## src/design/afc_pkg.sv

```systemverilog
// Shared types and constants for the box frustum culling pipeline.
// Depends on nothing; every other design file imports it.
package afc_pkg;

	// Matrix register format: four signed 16-bit entries per row, column 0 lowest.
	localparam int MAT_W     = 16;
	localparam int ROWS      = 4;
	localparam int COLS      = 4;
	localparam int AXES      = 3;
	localparam int CORNERS   = 8;
	localparam int CFG_W     = 64;
	localparam int CFG_IDX_W = 8;

	// Register indexes on the configuration port.
	typedef enum logic [CFG_IDX_W-1:0] {
		REG_ROW0 = 8'd0,
		REG_ROW1 = 8'd1,
		REG_ROW2 = 8'd2,
		REG_ROW3 = 8'd3
	} reg_idx_t;

	// Row 3 of the matrix produces w.
	localparam int ROW_W = 3;

	typedef logic [CFG_W-1:0] row_t;
	typedef row_t [ROWS-1:0] mat_t;

	// Per-stage load enables handed from the pipeline control to the datapath.
	typedef struct packed {
		logic s1;
		logic s2;
		logic s3;
		logic s4;
		logic s5;
	} afc_adv_t;

	// Pick one signed entry out of a packed matrix row.
	function automatic logic signed [MAT_W-1:0] mat_entry(input row_t row, input int col);
		mat_entry = $signed(row[col*MAT_W +: MAT_W]);
	endfunction

endpackage

```

## src/design/afc_cfg.sv

```systemverilog
// Matrix register file, written through the configuration channel.
// Depends on afc_pkg.
module afc_cfg (
	input  logic                          clk,
	input  logic                          arst_n,
	input  logic                          cfg_valid,
	input  logic [afc_pkg::CFG_IDX_W-1:0] cfg_index,
	input  logic [afc_pkg::CFG_W-1:0]     cfg_data,
	output afc_pkg::mat_t                 matrix
);
	import afc_pkg::*;

	mat_t matrix_q;

	// Writes to indexes past the last row are dropped.
	always_ff @(posedge clk or negedge arst_n) begin
		if (!arst_n) begin
			matrix_q <= '0;
		end else if (cfg_valid) begin
			case (cfg_index)
				REG_ROW0: matrix_q[0] <= cfg_data;
				REG_ROW1: matrix_q[1] <= cfg_data;
				REG_ROW2: matrix_q[2] <= cfg_data;
				REG_ROW3: matrix_q[3] <= cfg_data;
				default: begin
				end
			endcase
		end
	end

	assign matrix = matrix_q;

endmodule

```

## config.mk

```make
export PLATFORM = sky130hd
export DESIGN_NAME = afc_cfg
export DESIGN_NICKNAME = d
export VERILOG_FILES = /design/src/design/afc_pkg.sv /design/src/design/afc_cfg.sv
export SDC_FILE = /design/constraint.sdc
export NUM_CORES = 1
export LEC_CHECK = 0
export BUFFER_PORTS_ARGS = -buffer_cell sky130_fd_sc_hd__buf_2
export CAP_MARGIN = 5
export CELL_PAD_IN_SITES_DETAIL_PLACEMENT = 0
export CELL_PAD_IN_SITES_GLOBAL_PLACEMENT = 1
export CORE_MARGIN = 2
export CORE_UTILIZATION = 38
export DETAILED_ROUTE_END_ITERATION = 6
export MAX_ROUTING_LAYER = met4
export PLACE_DENSITY = 0.73
export SLEW_MARGIN = 30
export SYNTH_ARGS = -nofsm -noshare
export SYNTH_HDL_FRONTEND = slang
export SYNTH_SLANG_ARGS = --single-unit
```

## constraint.sdc

```tcl
create_clock -name clk -period 0.8 [get_ports clk]
set_clock_uncertainty 0.05 [all_clocks]
set_input_delay 0.08 -clock clk [delete_from_list [all_inputs] [get_ports clk]]
set_output_delay 0.08 -clock clk [all_outputs]
set_load 0.05 [all_outputs]
```

After elaboration in Yosys (flattened, before gate mapping)
Index checks and enable logic that the tools add are counted.
{"block": "word_totals", "ff_bits": 256, "input_bits": 75, "output_inout_bits": 256, "elab_cells": 12}
{"block": "classes", "eq_ne": 3, "n_reduce_logical": 5}
{"op": "equality test 8 x 2 -> 1 bit (second input constant)", "count": 2}
{"op": "equality test 8 x 1 -> 1 bit (second input constant)", "count": 1}
{"op": "zero test 8 bit", "count": 1}
{"op": "AND reduction 2 bit", "count": 4}

Longest topological paths before layout
Gate-level depths: netlist (run 1).
{"block": "depth", "ltp_word": 2, "ltp_mapped": 5}

Least setup slack after synthesis (run 1)
No wires, ideal clock.
{"block": "synth_timing", "kind": "input port to flip-flop", "start": "in cfg_index[6] in the netlist's numbering", "end": "reg matrix_q (netlist bit matrix[0])", "setup_time_ns": 0.125, "arrival_ns": 1.314, "t_required_ns": 0.625, "path_slack_ns": -0.690, "path_stages": 5, "n_path_buf": 2, "cell_sequence": "nor4b_4 -> and4bb_1 -> buf_6 -> buf_12 -> mux2_4"}
{"block": "synth_between", "elab_chain_len": 2}
{"element": "start, declared", "line": "afc_cfg.sv:7", "rtl": "input logic [afc_pkg::CFG_IDX_W-1:0] cfg_index,"}
{"element": "zero test 8 bit", "line": "afc_cfg.sv:20", "rtl": "case (cfg_index)"}
{"element": "AND reduction 2 bit (no source line)"}
{"element": "end, declared", "line": "afc_cfg.sv:13", "rtl": "mat_t matrix_q;"}
Every way passes these cells.
A chain may end at the register's enable or synchronous reset.

Final worst setup path (run 1)
{"block": "layout_timing", "start": "in cfg_index[3] in the netlist's numbering", "end": "reg matrix_q (netlist bit matrix[180])"}
{"block": "layout_between", "elab_chain_len": 2}
{"element": "equality test 8 x 2 -> 1 bit", "line": "afc_cfg.sv:20"}
{"element": "AND reduction 2 bit (no source line)"}
Every way passes these cells.

==> metrics.csv, run 1 <==
metric;value;unit
status;complete, but fails checks;
violations;setup timing;
rows;60;
synth_top_area_share;61.6;%
first_pass_iters;4;
clk_latency;0.53;ns
synth.distinct_cells;11;
grt_pass1_wl;48.3;mm
syn_area;10400;um^2
routed_wl;33.4;mm
netlist_instances;545;
die_height;169;um
crit_type;input pin to flip-flop;
drc;0;
r2r-start;matrix[93]$_DFFE_PN0P_;
place_congestion;0.759;
overflow;0;
cts_buffer_depth;3;
power_frac_comb;18.1;%
internal-power;25200;uW
cp.arrival;1.63;ns
clk_pin_slew;0.06;ns
drive_gt1_share;72.0;%
initial_core_util;38.7;%
avgSynthCellArea;19.1;um^2
finalCritPeriodShare;158;%
dr_total_vias;7165;
setup_ws;-0.467;ns
dieWidth;169;um
ant_nets;0;
finalPower;34400;uW
seqPwrFrac;40.9;%
rrSetupSlack;-0.29;ns
grt_max_degree;32;
tns;-199.57;ns
synth-seq-cells;256;
p_per_area;1930;nW/um^2
finalSetupViolations;512;
final_util;66.4;%
cts_root_buffer;clkbuf_16;
max_slew_margin;73.8;%
area_growth;71.7;%
cts_max_level;1;
p_leak;0.00960;uW
cts_tree;yes;
rsz0062_at_grt;yes;
critPathLaunchType;input pin;
synth_nets;620;
peakVddDrop;1810;uV
largest_reg_flops;256;
die_area;28700;um^2
seq_area_frac_synth;61.6;%
crit_path_max_fanout;8;
drt_iter0_markers;311;
synth_area_leader_cell;dfrtp_1;
core-area;26900;um^2
r2r_cells;3;
hold_path_class;input pin to async pin;
worstPathRequired;1.16;ns
hold_viol;0;
clkPwrFrac;41.1;%
worst_slew_pin_slew;0.393;ns
grt_pass1_vias;7898;
crit_path_end_kind;flip-flop;
nNetsFinal;1227;
track_usage;22.7;%
min_period;1.27;ns
switching_share;26.8;%
worst_r2r_endpoint;matrix[93]$_DFFE_PN0P_;
ios;331;
cts_buffers;27;
clkSinkCount;256;
diodes;0;
p_switching;9210;uW
fmax;789;MHz
slew_viol_final;0;
drv_cap;0;
antenna_found_initial;0;
synthTopCellsByArea;dfrtp_1, mux2_4, mux2_2;
synth_warnings;0;
place_ws;-0.928;ns
portBuffers;330;
wire_per_inst;22.0;um
hpwl;16.7;mm
vias_per_cell;4.73;
==> Yosys cell counts <==
library cell / instances
and4bb_1: 1
buf_12: 6
buf_4: 2
buf_6: 19
dfrtp_1: 256
mux2_2: 76
mux2_4: 180
nand4_4: 1
nand4b_1: 2
nor3_2: 1
nor4b_4: 1
==> power by group through the flow <==
stage	Sequential, uW	Combinational, uW	Clock (uW)
after floorplan	16300	834	0
after global placement	14100	4620	0
after detailed placement	14100	4660	0
after CTS	14000	6000	14400
after global routing	14100	6460	15000
final	14100	6220	14100
==> per-layer routing <==
metal	up-vias	global-route usage, %	routed length [um]
li1	3157	-	-
met4	0	6.87	926
met2	257	39.6	17800
met1	3700	27.4	13100
met5	-	-	0
met3	51	3.43	1610
==> how the worst max path moves through the flow <==
stage	startpoint	to	slack, ns
CTS	matrix[2]$_DFFE_PN0P_	matrix[2]	-0.47
global route	cfg_index[3]	matrix[144]$_DFFE_PN0P_	-0.52
floorplan	cfg_index[2]	matrix[0]$_DFFE_PN0P_	-0.69
global placement	cfg_index[2]	matrix[78]$_DFFE_PN0P_	-0.91
finish	cfg_index[3]	matrix[180]$_DFFE_PN0P_	-0.47
detailed placement	cfg_index[5]	matrix[16]$_DFFE_PN0P_	-0.93
==> cells by family after synthesis <==
kind of cell           count (synthesis)  share of synthesized area, %
buffers and inverters                 27                          3.36
muxes                                256                          34.2
DFF                                  256                          61.6
and+or+nand+nor                        6                         0.818
==> area by class of cell <==
class / instances / area (um^2)
clock buffer: 40 / 805
clock inverter: 10 / 206
fill: 1733 / 9020
multi-input combinational: 262 / 3670
sequential: 256 / 6410
tap: 341 / 427
timing repair buffer: 605 / 6340
==> per-stage QoR <==
step                hold WS (ns)  std cells  cell area [um^2]
floorplan                 -0.266        545             10500
global route              0.0241       1514             17900
CTS                     -0.00224       1465             17500
finish                    0.0173       1514             17900
global placement         -0.0191       1220             12600
detailed placement       -0.0230       1220             12600
==> critical path, stage by stage <==
cell      delay (ns)
buf_6           0.10
nor4b_4         0.29
buf_4           0.17
buf_6           0.09
nand4b_1        0.12
buf_6           0.18
buf_4           0.14
buf_12          0.15
mux2_4          0.30
==> cell usage in the layout (no fill, tap or decap) <==
cell | Yosys | final
buf_6 | 19 | 272
dfrtp_1 | 256 | 256
mux2_4 | 180 | 184
buf_4 | 2 | 143
mux2_2 | 76 | 72
buf_2 | 0 | 71
dlygate4sd3_1 | 0 | 65
clkbuf_16 | 0 | 31
buf_12 | 6 | 24
buf_16 | 0 | 18
clkbuf_8 | 0 | 8
buf_8 | 0 | 8
bufinv_16 | 0 | 6
clkbuf_1 | 0 | 5
nand4b_1 | 2 | 2
clkinv_2 | 0 | 2
nor4b_4 | 1 | 1
nor3_4 | 0 | 1
and4bb_4 | 0 | 1
nand4_4 | 1 | 1
inv_6 | 0 | 1
clkinvlp_4 | 0 | 1
==> timing repair <==
action                                  4_1_cts  5_1_grt
endpoints found under the hold margin       512        0
gates resized for setup                     563       41
pin swaps                                     2        2
hold buffers                                 65        0
endpoints found under the setup margin      512      512
buffers inserted                            106       74
gates cloned                                 26        5
(Power assumes the default switching activity.)
==> run 2: changes to the inputs <==
--- a/config.mk
+++ b/config.mk
@@ -5,13 +5,15 @@
 export SDC_FILE = /design/constraint.sdc
 export NUM_CORES = 1
 export LEC_CHECK = 0
+export ABC_AREA = 1
 export BUFFER_PORTS_ARGS = -buffer_cell sky130_fd_sc_hd__buf_2
 export CAP_MARGIN = 5
 export CELL_PAD_IN_SITES_DETAIL_PLACEMENT = 0
 export CELL_PAD_IN_SITES_GLOBAL_PLACEMENT = 1
 export CORE_MARGIN = 2
-export CORE_UTILIZATION = 38
+export CORE_UTILIZATION = 34
 export DETAILED_ROUTE_END_ITERATION = 6
+export GPL_ROUTABILITY_DRIVEN = 0
 export MAX_ROUTING_LAYER = met4
 export PLACE_DENSITY = 0.73
 export SLEW_MARGIN = 30
==> metrics.csv, run 2 <==
metric;value;unit
cts_buffers;28;
crit_slowest_cell;dfrtp_1;
antenna_found_initial;0;
r2r_cells;4;
hold_path_class;input pin to flip-flop;
worstHoldEndpoint;matrix[92]$_DFFE_PN0P_;
synth_compound_area_share;0;%
die_area;31700;um^2
whs_path_depth;5;
cts_tree;yes;
rows;63;
status;complete, but fails checks;
synth-edff-count;0;
drc;0;
synth.most_common_cell;nand2_1;
wl_met2;17.7;mm
dieWidth;178;um
layout_common_cells;nand2_1, buf_6, nand3_1;
tns;-109.24;ns
wl_met3;2.59;mm
switching_share;29.2;%
yosys.area_share.xor_xnor;0;%
top_layer;met4;
clk_pin_slew;0.06;ns
synth-seq-cells;256;
synth_top_area_share;62.2;%
slew_viol_final;0;
hpwl;22.7;mm
dr_total_vias;9900;
finalSetupViolations;274;
postCtsHoldBufs;66;
clk_latency;0.53;ns
track_usage;23.0;%
worstPathRequired;0.67;ns
rrSetupSlack;-0.10;ns
max_slew_margin;80.3;%
async_flop_share;100;%
syn_area;10300;um^2
die_height;178;um
worst_r2r_endpoint;matrix[178]$_DFFE_PN0P_;
worst_slew_pin_slew;0.296;ns
p_switching;9920;uW
nNetsFinal;1716;
hold_viol;1;
cts_buffer_depth;3;
hold_path.startpoint;cfg_index[0];
final_util;58.2;%
synth_fa_ha_area_share;0;%
clkSinkCount;256;
setup_ws;-0.459;ns
drv_cap;0;
power_frac_comb;18.6;%
met1_length;15.9;mm
min_period;1.26;ns
dpl.cell_count;1827;
finalPower;33900;uW
ant_nets;0;
r2r-start;matrix[178]$_DFFE_PN0P_;
critPathLaunchType;flip-flop;
mostFrequentLayoutCell;nand2_1;
rsz0062_at_grt;yes;
seq_area_frac_synth;62.2;%
routed_wl;37.3;mm
vias_per_cell;4.82;
violations;hold timing, setup timing;
synth_nets;1202;
portBuffers;330;
avgSynthCellArea;9.13;um^2
first_pass_iters;7;
grt_max_degree;59;
area_growth;68.0;%
p_leak;0.00938;uW
core-area;29700;um^2
synthTopCellsByArea;dfrtp_1, nand2_1, nand3_1;
synth-simple-area-share;32.4;%
drt_iter0_markers;701;
seqPwrFrac;41.5;%
cp_slowest_stage_delay;0.42;ns
synth_flop_cell;dfrtp_1;
hold_ws;-0.0763;ns
crit_family;flip-flops;
initial_core_util;34.6;%
finalCritPeriodShare;157;%
stdcell_count;2053;
overflow;0;
synth_common_cells;nand2_1, dfrtp_1, nand3_1;
drive_gt1_share;38.1;%
synth_area_leader_cell;dfrtp_1;
p_per_area;1960;nW/um^2
critPathLaunch;matrix[213]$_DFFE_PN0P_;
peakVddDrop;1370;uV
wire_per_inst;18.2;um
cp.arrival;1.13;ns
largest_reg_flops;256;
crit_buf_inv;1;
synth_mux_area_share;0;%
synth.distinct_cells;12;
worstPathCellList;buf_6;
grt_pass1_wl;56.0;mm
cts_max_level;1;
ios;331;
cts_root_buffer;clkbuf_16;
crit_path_end_kind;output pin;
internal-power;24000;uW
netlist_instances;1127;
clkPwrFrac;39.9;%
synth_warnings;0;
fmax;795;MHz
crit_path_max_fanout;2;
synth_top_family_by_area;simple AND/OR/NAND/NOR gates;
diodes;0;
grt_pass1_vias;9986;
crit_type;flip-flop to output pin;
run 2: logic make-up after synthesis:
logic type	count (synthesis)
DFF	256
and+or+nand+nor	785
buffers and inverters	86
run 2: layout make-up:
class,count,area (um^2)
Fill cell,2529,12400
Timing Repair Buffer,564,5820
Sequential cell,256,6420
Multi-Input combinational cell,785,3570
Inverter,6,27.5
Clock inverter,14,158
Clock buffer,38,810
Tap cell,390,488
run 2: layer usage:
| layer | track usage (%) | up-vias |
|---|---|---|
| li1 | - | 4637 |
| met1 | 29.8 | 4846 |
| met2 | 36.2 | 352 |
| met3 | 5.12 | 65 |
| met4 | 6.93 | 0 |
| met5 | - | - |
run 2: repair_timing:
action / 4_1_cts / 5_1_grt
endpoints found under the hold margin: 512 / 1
setup buffers: 63 / 55
gates resized for setup: 513 / 116
pin swaps: 0 / 28
gates cloned: 0 / 3
setup endpoints to repair: 256 / 311
run 2: worst max path at each step:
stage / end / slack [ns] / depth (start not counted)
finish: matrix[213] / -0.46 / 1
detailed placement: matrix[250]$_DFFE_PN0P_ / -0.46 / 7
global route: matrix[213] / -0.49 / 1
CTS: matrix[149] / -0.49 / 1
floorplan: matrix[100]$_DFFE_PN0P_ / -0.12 / 7
global placement: matrix[198]$_DFFE_PN0P_ / -0.43 / 7
run 2: per-stage QoR:
stage	area, um^2	hold WS (ns)	setup slack, ns
floorplan	10400	-0.266	-0.124
global placement	12800	-0.185	-0.427
detailed placement	12800	-0.185	-0.463
CTS	16500	-0.0722	-0.486
global route	17300	-0.0472	-0.492
finish	17300	-0.0763	-0.459
run 2: power groups by stage:
stage               combinational (uW)  sequential, uW  clock [uW]
floorplan                          734           16300           0
global placement                  4740           14200           0
detailed placement                4770           14200           0
CTS                               6000           14100       13700
global route                      6660           14100       14300
finish                            6300           14100       13500
